$ cat src/design/led64_pkg.sv
// LED-64 package: shared widths, pipeline depth, cipher tables and GF(16) helpers.
// No dependencies; imported by the round logic, the top level and the checker.
`default_nettype none

package led64_pkg;

  localparam int unsigned BlockBits  = 64;
  localparam int unsigned NibBits    = 4;
  localparam int unsigned NumNibs    = BlockBits / NibBits;
  localparam int unsigned NumRounds  = 32;
  localparam int unsigned StepRounds = 4;
  // Key-add stage plus one stage per round.
  localparam int unsigned NumStages  = NumRounds + 1;
  localparam int unsigned OccBits    = $clog2(NumStages + 1);
  localparam int unsigned RcBits     = 6;

  // Key size (64) split into nibbles for AddConstants.
  localparam logic [3:0] KsHi = 4'h4;
  localparam logic [3:0] KsLo = 4'h0;

  typedef logic [BlockBits-1:0] block_t;
  typedef logic [NibBits-1:0]   nib_t;
  typedef logic [RcBits-1:0]    rc_t;

  localparam nib_t Sbox [NumNibs] = '{
    4'hC, 4'h5, 4'h6, 4'hB, 4'h9, 4'h0, 4'hA, 4'hD,
    4'h3, 4'hE, 4'hF, 4'h8, 4'h4, 4'h7, 4'h1, 4'h2
  };

  localparam rc_t RoundConst [NumRounds] = '{
    6'h01, 6'h03, 6'h07, 6'h0F, 6'h1F, 6'h3E, 6'h3D, 6'h3B,
    6'h37, 6'h2F, 6'h1E, 6'h3C, 6'h39, 6'h33, 6'h27, 6'h0E,
    6'h1D, 6'h3A, 6'h35, 6'h2B, 6'h16, 6'h2C, 6'h18, 6'h30,
    6'h21, 6'h02, 6'h05, 6'h0B, 6'h17, 6'h2E, 6'h1C, 6'h38
  };

  // MixColumnsSerial matrix, indexed [row*4 + k].
  localparam nib_t MixMat [NumNibs] = '{
    4'h4, 4'h1, 4'h2, 4'h2,
    4'h8, 4'h6, 4'h5, 4'h6,
    4'hB, 4'hE, 4'hA, 4'h9,
    4'h2, 4'h2, 4'hF, 4'hB
  };

  // GF(16) multiply, polynomial x^4 + x + 1.
  function automatic nib_t gf16_mul(input nib_t a, input nib_t b);
    nib_t acc;
    nib_t x;
    acc = '0;
    x   = a;
    for (int i = 0; i < NibBits; i++) begin
      if (b[i]) begin
        acc = acc ^ x;
      end
      x = {x[2:0], 1'b0} ^ (x[3] ? 4'h3 : 4'h0);
    end
    return acc;
  endfunction

endpackage

`default_nettype wire

$ cat src/design/led64_round.sv
// LED-64 single round: AddConstants, S-box, ShiftRows, MixColumnsSerial, optional key add.
// Purely combinational; depends on led64_pkg.
`default_nettype none

module led64_round import led64_pkg::*; (
  input  wire block_t state_i,
  input  wire rc_t    rc_i,
  input  wire block_t key_i,
  input  wire logic   key_add_i,
  output block_t      state_o
);

  nib_t s_ac  [NumNibs];
  nib_t s_sb  [NumNibs];
  nib_t s_sr  [NumNibs];
  nib_t s_mc  [NumNibs];
  nib_t hi3;
  nib_t lo3;

  assign hi3 = {1'b0, rc_i[5:3]};
  assign lo3 = {1'b0, rc_i[2:0]};

  // add constants; nibble 0 sits in the top bits
  always_comb begin
    for (int i = 0; i < NumNibs; i++) begin
      s_ac[i] = state_i[BlockBits-1-NibBits*i -: NibBits];
    end
    s_ac[0]  = s_ac[0]  ^ KsHi;
    s_ac[4]  = s_ac[4]  ^ (4'h1 ^ KsHi);
    s_ac[8]  = s_ac[8]  ^ (4'h2 ^ KsLo);
    s_ac[12] = s_ac[12] ^ (4'h3 ^ KsLo);
    s_ac[1]  = s_ac[1]  ^ hi3;
    s_ac[9]  = s_ac[9]  ^ hi3;
    s_ac[5]  = s_ac[5]  ^ lo3;
    s_ac[13] = s_ac[13] ^ lo3;
  end

  always_comb begin
    for (int i = 0; i < NumNibs; i++) begin
      s_sb[i] = Sbox[s_ac[i]];
    end
  end

  // row r rotates left by r nibbles
  always_comb begin
    for (int r = 0; r < 4; r++) begin
      for (int c = 0; c < 4; c++) begin
        s_sr[r*4 + c] = s_sb[r*4 + ((c + r) % 4)];
      end
    end
  end

  always_comb begin
    for (int c = 0; c < 4; c++) begin
      for (int r = 0; r < 4; r++) begin
        s_mc[r*4 + c] = gf16_mul(s_sr[c],      MixMat[r*4])
                      ^ gf16_mul(s_sr[4 + c],  MixMat[r*4 + 1])
                      ^ gf16_mul(s_sr[8 + c],  MixMat[r*4 + 2])
                      ^ gf16_mul(s_sr[12 + c], MixMat[r*4 + 3]);
      end
    end
  end

  always_comb begin
    for (int i = 0; i < NumNibs; i++) begin
      state_o[BlockBits-1-NibBits*i -: NibBits] = s_mc[i];
    end
    if (key_add_i) begin
      state_o = state_o ^ key_i;
    end
  end

endmodule

`default_nettype wire

$ cat config.mk
export PLATFORM = sky130hd
export DESIGN_NAME = led64_round
export DESIGN_NICKNAME = d
export VERILOG_FILES = /design/src/design/led64_pkg.sv /design/src/design/led64_round.sv
export SDC_FILE = /design/constraint.sdc
export NUM_CORES = 1
export LEC_CHECK = 0
export CORE_AREA = 2 2 150 152
export DETAILED_ROUTE_END_ITERATION = 8
export DIE_AREA = 0 0 152 154
export DONT_BUFFER_PORTS = 1
export GPL_ROUTABILITY_DRIVEN = 0
export GPL_TIMING_DRIVEN = 0
export PLACE_DENSITY = 0.51
export SKIP_LAST_GASP = 1
export SLEW_MARGIN = 25
export SYNTH_ARGS = -nofsm -noshare
export SYNTH_HDL_FRONTEND = slang
export SYNTH_SLANG_ARGS = --single-unit
$ cat constraint.sdc
create_clock -name vclk -period 4.2
set_clock_uncertainty 0.15 [all_clocks]
set_input_delay 0.84 -clock vclk [all_inputs]
set_output_delay 0.84 -clock vclk [all_outputs]
set_load 0.01 [all_outputs]
* After elaboration in Yosys (flattened, before gate mapping) *
Memories as Yosys holds them, arrays and structs flattened.
Cells that the tools add are included.

storage, ports and cells
  bits in writable memories = 0
  bits in latches = 0
  output and inout port bits = 64
  bits of input ports = 135
  memories kept = 16
  register bits after elaboration = 0
  bits in read-only memories = 1024
  word-level logic and storage cells = 286

cells by class
  add/subtract/negate cells = 0
  $mul = 0
  equal/unequal tests = 0
  shifts and indexed selects = 0
  $lt $le $gt $ge = 16
  reductions and logical operators = 0
  multiplexer cells = 81
  bitwise logic cells = 173
  div/mod/pow operators = 0

memory list
  name             words  width  read ports  clocked after Yosys merged registers in  write ports  RTL line           RTL
  (no name shown)  16     4      1           0                                        0            led64_round.sv:40  s_sb[i] = Sbox[s_ac[i]];
  (no name shown)  16     4      1           0                                        0            led64_round.sv:40
  (no name shown)  16     4      1           0                                        0            led64_round.sv:40
  (no name shown)  16     4      1           0                                        0            led64_round.sv:40
  (no name shown)  16     4      1           0                                        0            led64_round.sv:40
  (no name shown)  16     4      1           0                                        0            led64_round.sv:40
  +10 memories     -      -      -           -                                        -            -

operator list
  operator                                                   count
  bitwise XOR 4 bit                                          113
  bitwise XOR 4 x 2 -> 4 bit                                 35
  two-way mux 4 bit                                          32
  two-way mux 2 bit                                          48
  greater-or-equal comparator 5 bit (second input constant)  16
  NOT 4 -> 5 bit                                             16
  two-way mux 64 bit                                         1
  bitwise XOR 64 bit                                         1
  bitwise XOR 4 x 3 -> 4 bit                                 4
  NOT 2 bit                                                  2
  NOT 1 bit                                                  2

* Logic depth before layout (Yosys ltp) *
Gate-level depths: netlist of the first run.

  depth after elaboration = 17
  depth in mapped cells = 10
  gate-level depth less buffers = 10

* Worst setup path after synthesis of the first run *
Ideal clock, no wire load.

  path kind = input port to output port
  start = in rc_i[3]
  end = out state_o[17]
  path buffers = 0
  data required time = 3.210 ns
  cell stages on the path = 9
  data arrival time = 3.227 ns
  path slack = -0.017 ns
  cell sequence = xnor2_1 > inv_1 > ha_1 > mux2i_1 > mux2_2 > xnor3_1 > xnor2_1 > xnor3_1 > xnor2_1

between the ends
  word-level cells in the longest chain between the ends = 14
  elaborated cells on any way between the ends = 16
  those cells by class = mux: 6; bitwise: 9; memory: 1

RTL lines
  what                                                      RTL line           RTL
  from (decl)                                               led64_round.sv:7   input wire rc_t rc_i,
  bitwise XOR 4 x 3 -> 4 bit (*)                            led64_round.sv:33  s_ac[9] = s_ac[9] ^ hi3;
  NOT 4 -> 5 bit (implied by the code) (*)                  led64_round.sv:40
  memory (16 x 4 bit) (*)                                   -
  two-way mux 4 bit (implied by the code) (*) (2 in a row)  led64_round.sv:40
  bitwise XOR 4 x 2 -> 4 bit (*)                            led64_pkg.sv:55    x = {x[2:0], 1'b0} ^ (x[3] ? 4'h3 : 4'h0);
  two-way mux 2 bit or bitwise XOR 4 bit (tied branches)    -
  bitwise XOR 4 bit or two-way mux 2 bit (tied branches)    -
  bitwise XOR 4 x 2 -> 4 bit                                led64_pkg.sv:55
  bitwise XOR 4 bit (*)                                     led64_pkg.sv:53    acc = acc ^ x;
  bitwise XOR 4 bit (*)                                     led64_round.sv:58  ^ gf16_mul(s_sr[8 + c], MixMat[r*4 + 2])
  bitwise XOR 4 bit (*)                                     led64_round.sv:59  ^ gf16_mul(s_sr[12 + c], MixMat[r*4 + 3]);
  bitwise XOR 64 bit                                        led64_round.sv:69  state_o = state_o ^ key_i;
  two-way mux 64 bit (*)                                    led64_round.sv:68  if (key_add_i) begin
  to (decl)                                                 led64_round.sv:10  output block_t state_o

Every way passes the cells marked *; elsewhere a longest branch is shown, timed or not. The select of a mux whose other input is x is not followed.

* Worst setup path after layout of the first run *
  start = in state_i[2]
  end = out state_o[47]

between the ends
  word-level cells in the longest chain between the ends = 10

RTL lines
  what                                                      RTL line           RTL
  from (decl)                                               led64_round.sv:6   input wire block_t state_i,
  NOT 4 -> 5 bit (implied by the code) (*)                  led64_round.sv:40
  memory (16 x 4 bit) (*)                                   -
  two-way mux 4 bit (implied by the code) (*) (2 in a row)  led64_round.sv:40
  bitwise XOR 4 x 2 -> 4 bit (*)                            led64_pkg.sv:55
  bitwise XOR 4 x 2 -> 4 bit                                led64_pkg.sv:55
  bitwise XOR 4 bit (*)                                     led64_pkg.sv:53
  bitwise XOR 4 bit (*)                                     led64_round.sv:59
  bitwise XOR 64 bit                                        led64_round.sv:69
  two-way mux 64 bit (*)                                    led64_round.sv:68

Marked as above.

==> impl_results.md, run 1 <==
- Num sequential: 0
- Hold_buf cts: 0
- Avg Inst Size Synth: 8.93 um2
- Drc violations: 0
- Overflow after GRT: 0
- PortBufs: 0
- Delay of the slowest cell on the worst path: 0.63 ns
- Via-to-Cell Ratio: 4.67
- Final ANT Viol Nets: 0
- Synth top area cells: xnor2_1 31%, ha_1 16%, mux4_2 9.8%
- Syn nets: 943
- Drt wl/cell: 17.4 um
- Required time worst endpoint: 3.21 ns
- Setup_tns: 0 ns
- Via total after detailed routing: 4699
- Core footprint: 21700 um2
- Final setup fails: 0
- Place WS: -0.557 ns
- Multi-input gate area: 6370 um2
- Share of layout cells above drive strength 1: 12.5%
- Most common cell on crit path: xnor3_1
- # diodes: 0
- Fmax: 0.243 GHz
- Slew of the pin with the lowest slew margin: 0.747 ns
- Final nets: 947
- Reg area: 0 um2
- Die width: 152 um
- Die H: 154 um
- Hold Fails Final Rpt: 0
- CP startpoint kind: input port
- Largest net degree at the start of global routing: 11
- Slowest-stage cell, CP: mux4_2
- Setup WS post-layout: 0.0832 ns
- Maximum vdd drop: 0.000194 V
- Slew HR: 50.2%
- RSZ-0062 raised after global routing: true
- Vias in the first global route: 4746
- Crit Path Class: in -> out
- Leakage: 3.01 nW
- Yosys top cell area share: 31.4%
- Fin util: 32.6%
- Yosys synthesis warning count: 0
- Arrival time worst endpoint: 3.13 ns
- Global-route usage over all layers: 14.3%
- Minimum clock period: 4.12 ns
- HPWL Detailed: 15300 um
- First-pass GRT wire length: 27300 um
- Mapped cell area: 6460 um2
- Iteration-0 DRC Markers: 146
- Fillers: 2235
- Final hold slack: 1.69 ns
- CP cell instances: clkbuf_1 -> mux4_2 -> xnor2_2 -> xnor3_1 -> xnor3_1 -> xor2_1
- Drt first pass iters: 4
- Cell family with most CP delay: XOR/XNOR gates
- Commonest cells in the netlist: 232 x xnor2_1, 84 x ha_1, 67 x nand2_1
- Initial Util: 29.8%
- Peak fanout along the critical path: 6
- Status: finished clean
- Total Power: 0.00309 W
- CP endpoint kind: primary output
- Unique masters post-synth: 39
- Pwr dens: 436 nW/um2
- Max-cap viol count: 0
- Syn-to-layout area delta: 9.52%
- Worst Path Buf+Inv: 1
- Final worst-path cycle share: 98.0%
- Initial antenna violation count: 0
- Die ar.: 23400 um2
- Seq/Total Area, Yosys: 0%
- Routed wire length: 17500 um
- Hold crit path type: in -> out
- Synth area leader: xnor2_1
- I/O Pins: 199
- Cells after Synth: 724
- # rows: 54
- Max-slew violations: 0
- Clock buffers: 0
- Count leader, synth: xnor2_1
==> worst paths after layout <==
path	cells after the start	slack [ns]	to	startpoint
setup / recovery	6	0.08	state_o[47]	state_i[2]
hold / removal	2	1.69	state_o[51]	key_i[51]
==> power breakdown <==
| part | internal (W) | switching, W | total (W) |
|---|---|---|---|
| combinational | 0.00137 | 0.00171 | 0.00309 |
| clock | 0 | 0 | 0 |
| sequential | 0 | 0 | 0 |
| total | 0.00137 | 0.00171 | 0.00309 |
==> stage by stage <==
stage                     cell area [um2]  std cells
final                                7080       1006
after global routing                 7080       1006
after detailed placement             6820       1004
after CTS                            6940       1005
after global placement               6820       1004
after floorplan                      6470        724
==> layer usage <==
| layer | GRT usage (%) | part of all wire (%) | wire (um) |
|---|---|---|---|
| met5 | 0 | 0 | 0 |
| met4 | 2.94 | 2.4 | 412 |
| met3 | 2.62 | 5.4 | 953 |
| met2 | 25.2 | 48 | 8460 |
| met1 | 18.4 | 44 | 7660 |
==> layout make-up <==
| cell class | count | share of cell area, % |
|---|---|---|
| Buffer | 28 | 1.86 |
| Inverter | 57 | 3.02 |
| Multi-Input combinational cell | 639 | 90.0 |
| Timing Repair Buffer | 2 | 0.212 |
| Tap cell | 280 | 4.95 |
==> kinds of logic after synthesis <==
group,Yosys count,share of synthesized area (%)
xor+xnor,326,50.5
simple gates,106,6.66
buf+inv,85,5.11
fa+ha+maj,84,16.3
mux,69,16.5
compound gates,54,4.95
==> layout by cell type, fill, tap and decap left out, types with 3 or more instances in the layout <==
| master | netlist | layout |
|---|---|---|
| nor3_1 | 3 | 3 |
| xnor2_2 | 4 | 25 |
| nand2_1 | 67 | 67 |
| xor2_1 | 63 | 61 |
| a211oi_1 | 9 | 9 |
| clkbuf_2 | 0 | 5 |
| o21ai_0 | 16 | 16 |
| xnor3_2 | 1 | 4 |
| xnor2_1 | 232 | 209 |
| mux4_2 | 28 | 28 |
| xor2_2 | 1 | 3 |
| inv_1 | 57 | 57 |
| mux2i_1 | 35 | 34 |
| clkbuf_1 | 16 | 11 |
| mux2_2 | 3 | 3 |
| ha_1 | 84 | 84 |
| a21oi_1 | 16 | 15 |
| xnor3_1 | 21 | 18 |
| nor2b_1 | 5 | 5 |
| buf_2 | 9 | 10 |
| xnor2_4 | 1 | 3 |
| nor2_1 | 26 | 26 |
==> repair_timing <==
action | CTS | global route
pin swaps | 3 | 1
gates resized for setup | 21 | 22
setup endpoints to repair | 46 | 29
endpoints found under the hold margin | 0 | 0
buffers inserted | 1 | 1
Power figures use the tool's default switching activity.
==> run 2, diff against run 1 <==
ABC_AREA = 1   (was default)
CORE_AREA = 2 2 183 185   (was 2 2 150 152)
DIE_AREA = 0 0 185 187   (was 0 0 152 154)
MAX_ROUTING_LAYER = met4   (was default)
==> run 2 against run 1 <==
Sequential share of layout area did not move. Synthesized cell count rose to 2.6 times the previous value. First-iteration DRC count rose to 3.1 times the previous value. Sequential cell count did not move. Setup slack improved by 0.15 ns. Cell count rose by 130%. Core utilization fell by 1.6 points. Hold slack improved by 0.11 ns. Total power fell by 20%. Count of clock-buffer cells in the layout did not move. Critical endpoint is now state_o[38]. Largest cell class unchanged. Largest power group unchanged. Highest routed layer unchanged.
==> impl_results.md, run 2 <==
- Cell family with most CP delay: simple AND/OR/NAND/NOR gates (was XOR/XNOR gates)
- Final nets: 2111 (was 947)
- Most frequent cells in the layout: 940 x nand2_1, 225 x inv_1, 219 x nand3_1 (was 209 x xnor2_1, 84 x ha_1, 67 x nand2_1)
- Unique masters post-synth: 38 (was 39)
- CP startpoint kind: input port (unchanged)
- Share of layout cells above drive strength 1: 6.77% (was 12.5%)
- Commonest non-fill, non-tap cell in the layout: nand2_1 (was xnor2_1)
- I/O Pins: 199 (unchanged)
- Worst Setup EP: state_o[38] (was state_o[47])
- Maximum vdd drop: 0.0000936 V (was 0.000194 V)
- Via total after detailed routing: 10734 (was 4699)
- Fmax: 0.252 GHz (was 0.243 GHz)
- Peak fanout along the critical path: 5 (was 6)
- Syn-to-layout area delta: 6.07% (was 9.52%)
- Drt wl/cell: 13.1 um (was 17.4 um)
- Die width: 185 um (was 152 um)
- Synth area leader: nand2_1 (was xnor2_1)
- Final setup fails: 0 (unchanged)
- Final worst-path cycle share: 94.5% (was 98.0%)
- Reg area: 0 um2 (unchanged)
- Critical path origin: rc_i[1] (was state_i[2])
- Hold crit path type: in -> out (unchanged)
- Initial antenna violation count: 0 (unchanged)
- Vias in the first global route: 9782 (was 4746)
- Pwr dens: 243 nW/um2 (was 436 nW/um2)
- Max-cap viol count: 0 (unchanged)
- Worst path depth: 14 (was 6)
- Yosys top cell area share: 36.7% (was 31.4%)
- CP endpoint kind: primary output (unchanged)
- # diodes: 0 (unchanged)
- First-pass GRT wire length: 49300 um (was 27300 um)
- Overflow after GRT: 0 (unchanged)
- Drc violations: 0 (unchanged)
- Max-slew violations: 0 (unchanged)
- Mapped cell area: 9620 um2 (was 6460 um2)
- Via-to-Cell Ratio: 4.59 (was 4.67)
- Commonest cells in the netlist: 940 x nand2_1, 225 x inv_1, 219 x nand3_1 (was 232 x xnor2_1, 84 x ha_1, 67 x nand2_1)
- Crit Path Class: in -> out (unchanged)
- Status: finished clean (unchanged)
- Initial Util: 29.3% (was 29.8%)
- HPWL Detailed: 26300 um (was 15300 um)
- Seq/Total Area, Yosys: 0% (unchanged)
- Num sequential: 0 (unchanged)
- Cells after Synth: 1890 (was 724)
- Delay of the slowest cell on the worst path: 0.38 ns (was 0.63 ns)
- Final ANT Viol Nets: 0 (unchanged)
- # rows: 67 (was 54)
- Leakage: 6.32 nW (was 3.01 nW)
- CP cell instances: xnor2_1 -> inv_1 -> ha_1 -> nand3_1 -> nand3_1 -> nand2_1 -> nand2_1 -> nand2_2 -> nand2_1 -> nand3_1 -> nand2_1 -> nand2_1 -> inv_1 -> nor2_1 (was clkbuf_1 -> mux4_2 -> xnor2_2 -> xnor3_1 -> xnor3_1 -> xor2_1)
- Placed Cells: 2338 (was 1004)
- Largest net degree at the start of global routing: 11 (unchanged)
- Avg Inst Size Synth: 5.09 um2 (was 8.93 um2)
- Drt first pass iters: 5 (was 4)
- Routed wire length: 30600 um (was 17500 um)
- Syn nets: 2109 (was 943)
- Count leader, synth: nand2_1 (was xnor2_1)
- Clock buffers: 0 (unchanged)
- Core footprint: 32900 um2 (was 21700 um2)
- Die ar.: 34600 um2 (was 23400 um2)
- Slew HR: 36.3% (was 50.2%)
- Most common cell on crit path: nand2_1 (was xnor3_1)
- Worst Path Buf+Inv: 2 (was 1)
- # Post-CTS Setup Buffers: 0 (was 1)
- Post-route cell area: 10200 um2 (was 7080 um2)
- Arrival time worst endpoint: 2.98 ns (was 3.13 ns)
- Required time worst endpoint: 3.21 ns (about the same)
- Hold Fails Final Rpt: 0 (unchanged)
- Fin util: 31.1% (was 32.6%)
- RSZ-0062 raised after global routing: false (was true)
- Iteration-0 DRC Markers: 452 (was 146)
- Slowest-stage cell, CP: xnor2_1 (was mux4_2)
- Slew of the pin with the lowest slew margin: 0.955 ns (was 0.747 ns)
- PortBufs: 0 (unchanged)
- Finished Layout Cells: 2338 (was 1006)
- Global-route usage over all layers: 17.8% (was 14.3%)
- Synth top area cells: nand2_1 37%, nand3_1 11%, ha_1 11% (was xnor2_1 31%, ha_1 16%, mux4_2 9.8%)
- Yosys synthesis warning count: 0 (unchanged)
- Die H: 187 um (was 154 um)
- Minimum clock period: 3.97 ns (was 4.12 ns)
- Placed cell area: 10200 um2 (was 6820 um2)
[run 2: cell count changes after synthesis, sizes merged, moves of 25 or more]
cell    delta
inv      +191
o21ai     +29
nand2    +931
nand3    +223
mux2i     -37
xnor2    -184
xor2      +57
mux4      -29
nand3b    +25
[run 2: logic make-up after synthesis]
kind of cell             share of synthesized area (%)
AND/OR/NAND/NOR                                   57.6
buffers and inverters                             10.8
XOR/XNOR                                          16.6
adder cells (fa/ha/maj)                           10.9
AO/OA/AOI/OAI                                     4.02
[run 2: area by class of cell]
class              count  area (um2)
well taps            448         561
multi-input cells   1624        8600
fillers             3795       22700
inverters            248         933
plain buffers         18         110
[run 2: through the flow]
step	hold WS [ns]	setup TNS, ns	total power [W]	setup WS [ns]
finish	1.80	0	0.00248	0.233
global route	1.85	0	0.00283	0.00836
CTS	1.81	0	0.00250	0.115
detailed placement	1.81	0	0.00249	0.131
global placement	1.81	-0.337	0.00246	-0.254
floorplan	1.76	0	0.00196	0.582
[run 2: power by group]
| part | internal (W) | switching (W) |
|---|---|---|
| combinational | 0.000777 | 0.00170 |
| sequential | 0 | 0 |
| clock | 0 | 0 |
| total | 0.000777 | 0.00170 |
[run 2: worst min path at each step]
| stage | cells after the start | start | endpoint | slack, ns |
|---|---|---|---|---|
| 2_1_floorplan | 4 | key_i[12] | state_o[12] | 1.76 |
| 3_3_place_gp | 4 | key_i[12] | state_o[12] | 1.81 |
| 3_5_place_dp | 4 | key_i[12] | state_o[12] | 1.81 |
| 4_1_cts | 4 | key_i[12] | state_o[12] | 1.81 |
| 5_1_grt | 4 | key_i[12] | state_o[12] | 1.85 |
| 6_report | 4 | key_i[12] | state_o[12] | 1.80 |
[run 2: what timing repair did]
action                                  CTS  global route
gates resized for setup                   0             3
hold buffers                              0             0
endpoints found under the setup margin    0             5
[run 2: routing by layer]
layer,track usage (%),vias to the layer above,part of all wire [%]
met2,29.9,244,46
met5,-,-,0
met3,2.22,26,5.8
met1,23.5,4681,47
li1,-,5783,-
met4,1.77,0,1.2
==> run 3, diff against run 2 <==
RECOVER_POWER = 100   (was default)
==> run 3 against run 2 <==
Total power is 0.71% lower. Global-route usage stayed put. Sequential share of layout area stayed put. Via count is 0.20% higher. Critical endpoint unchanged. Cell count stayed put. Non-clock buffer count stayed put. Cell area is 0.65% lower. Highest routed layer unchanged. Die area stayed put. Core utilization is 0.20 points lower. Combinational power hardly changed.
==> impl_results.md, run 3 (same netlist as run 2, synthesis figures left out) <==
- Status: finished clean (unchanged)
- Initial antenna violation count: 0 (unchanged)
- Hold crit path type: in -> out (unchanged)
- Largest net degree at the start of global routing: 11 (unchanged)
- Num sequential: 0 (unchanged)
- Fmax: 0.253 GHz (was 0.252 GHz)
- CP endpoint kind: primary output (unchanged)
- First-pass GRT wire length: 49300 um (unchanged)
- Final setup fails: 0 (unchanged)
- Final worst-path cycle share: 94.2% (was 94.5%)
- Via total after detailed routing: 10755 (was 10734)
- Die H: 187 um (unchanged)
- Syn-to-layout area delta: 5.38% (was 6.07%)
- Max-cap viol count: 0 (unchanged)
- Core footprint: 32900 um2 (unchanged)
- # diodes: 0 (unchanged)
- Most common cell on crit path: nand2_1 (unchanged)
- Required time worst endpoint: 3.21 ns (about the same)
- Routed wire length: 30500 um (was 30600 um)
- Arrival time worst endpoint: 2.97 ns (was 2.98 ns)
- Maximum vdd drop: 0.0000935 V (was 0.0000936 V)
- Drt wl/cell: 13.1 um (about the same)
- HPWL Detailed: 26300 um (unchanged)
- Final nets: 2111 (unchanged)
- # rows: 67 (unchanged)
- Place WS: 0.131 ns (unchanged)
- Max-slew violations: 0 (unchanged)
- Overflow after GRT: 0 (unchanged)
- Drc violations: 0 (unchanged)
- Setup_tns: 0 ns (unchanged)
- Slowest-stage cell, CP: xnor2_1 (unchanged)
- Global-route usage over all layers: 17.8% (unchanged)
- Most frequent cells in the layout: 948 x nand2_1, 225 x inv_1, 219 x nand3_1 (was 940 x nand2_1, 225 x inv_1, 219 x nand3_1)
- Vias in the first global route: 9782 (unchanged)
- Final hold slack: 1.80 ns (about the same)
- Post-route cell area: 10100 um2 (was 10200 um2)
- Placed cell area: 10200 um2 (unchanged)
- CP cell instances: xnor2_1 -> inv_1 -> ha_1 -> nand3_1 -> nand3_1 -> nand2_1 -> nand2_1 -> nand2_2 -> nand2_1 -> nand3_1 -> nand2_1 -> nand2_1 -> inv_1 -> nor2_1 (unchanged)
- Iteration-0 DRC Markers: 464 (was 452)
- Die width: 185 um (unchanged)
- Final ANT Viol Nets: 0 (unchanged)
- Via-to-Cell Ratio: 4.60 (was 4.59)
- Slew HR: 36.4% (was 36.3%)
- Reg area: 0 um2 (unchanged)
- Initial Util: 29.3% (unchanged)
- I/O Pins: 199 (unchanged)
- Drt first pass iters: 5 (unchanged)
- Minimum clock period: 3.96 ns (was 3.97 ns)
- Share of layout cells above drive strength 1: 6.14% (was 6.77%)
- Setup WS post-layout: 0.242 ns (was 0.233 ns)
- CP startpoint kind: input port (unchanged)
- Commonest non-fill, non-tap cell in the layout: nand2_1 (unchanged)
- Leakage: 6.31 nW (was 6.32 nW)
- RSZ-0062 raised after global routing: false (unchanged)
- Hold_buf cts: 0 (unchanged)
- Delay of the slowest cell on the worst path: 0.38 ns (about the same)
- Crit Path Class: in -> out (unchanged)
- Total Power: 0.00246 W (was 0.00248 W)
- Peak fanout along the critical path: 5 (unchanged)
- Pwr dens: 243 nW/um2 (about the same)
- Die ar.: 34600 um2 (unchanged)
- Clock buffers: 0 (unchanged)
- Slew of the pin with the lowest slew margin: 0.954 ns (was 0.955 ns)
- Hold Fails Final Rpt: 0 (unchanged)
- PortBufs: 0 (unchanged)
- Fillers: 3809 (was 3795)
[run 3: final cells by class]
type	instances	area, um2	area share, %
plain buffers	18	110	1.09
inverters	248	933	9.20
multi-input cells	1624	8540	84.2
well taps	448	561	5.53
[run 3: final timing paths]
kind,cells after the start,startpoint,endpoint
worst max-delay path,14,rc_i[1],state_o[38]
worst min-delay path,4,key_i[12],state_o[12]
[run 3: what timing repair did]
item	4_1_cts	5_1_grt
resized for setup	0	3
buffers inserted	0	0
endpoints found under the setup margin	0	5
[run 3: metrics by stage]
step	cells	utilization [%]
floorplan	1890	-
global placement	2338	31.0
detailed placement	2338	31.0
CTS	2338	31.0
global route	2338	30.9
finish	2338	30.9
[run 3: per-layer routing]
metal  routed length (um)  vias to the layer above  track usage, %
met1                14400                     4680            23.5
met4                  403                        0            1.77
met3                 1860                       29            2.22
met2                13900                      254            29.9
met5                    0                        -               -
li1                     -                     5792               -
[run 3: critical path: cells and delay by family]
family | cells | cell delay [ns]
simple gates | 10 | 1.20
xor+xnor | 1 | 0.38
fa+ha+maj | 1 | 0.36
buf+inv | 2 | 0.18
[run 3: power breakdown]
group	internal [W]	total (W)	switching [W]	leakage, nW
combinational	0.000769	0.00246	0.00169	6.31
sequential	0	0	0	0
clock	0	0	0	0
total	0.000769	0.00246	0.00169	6.31
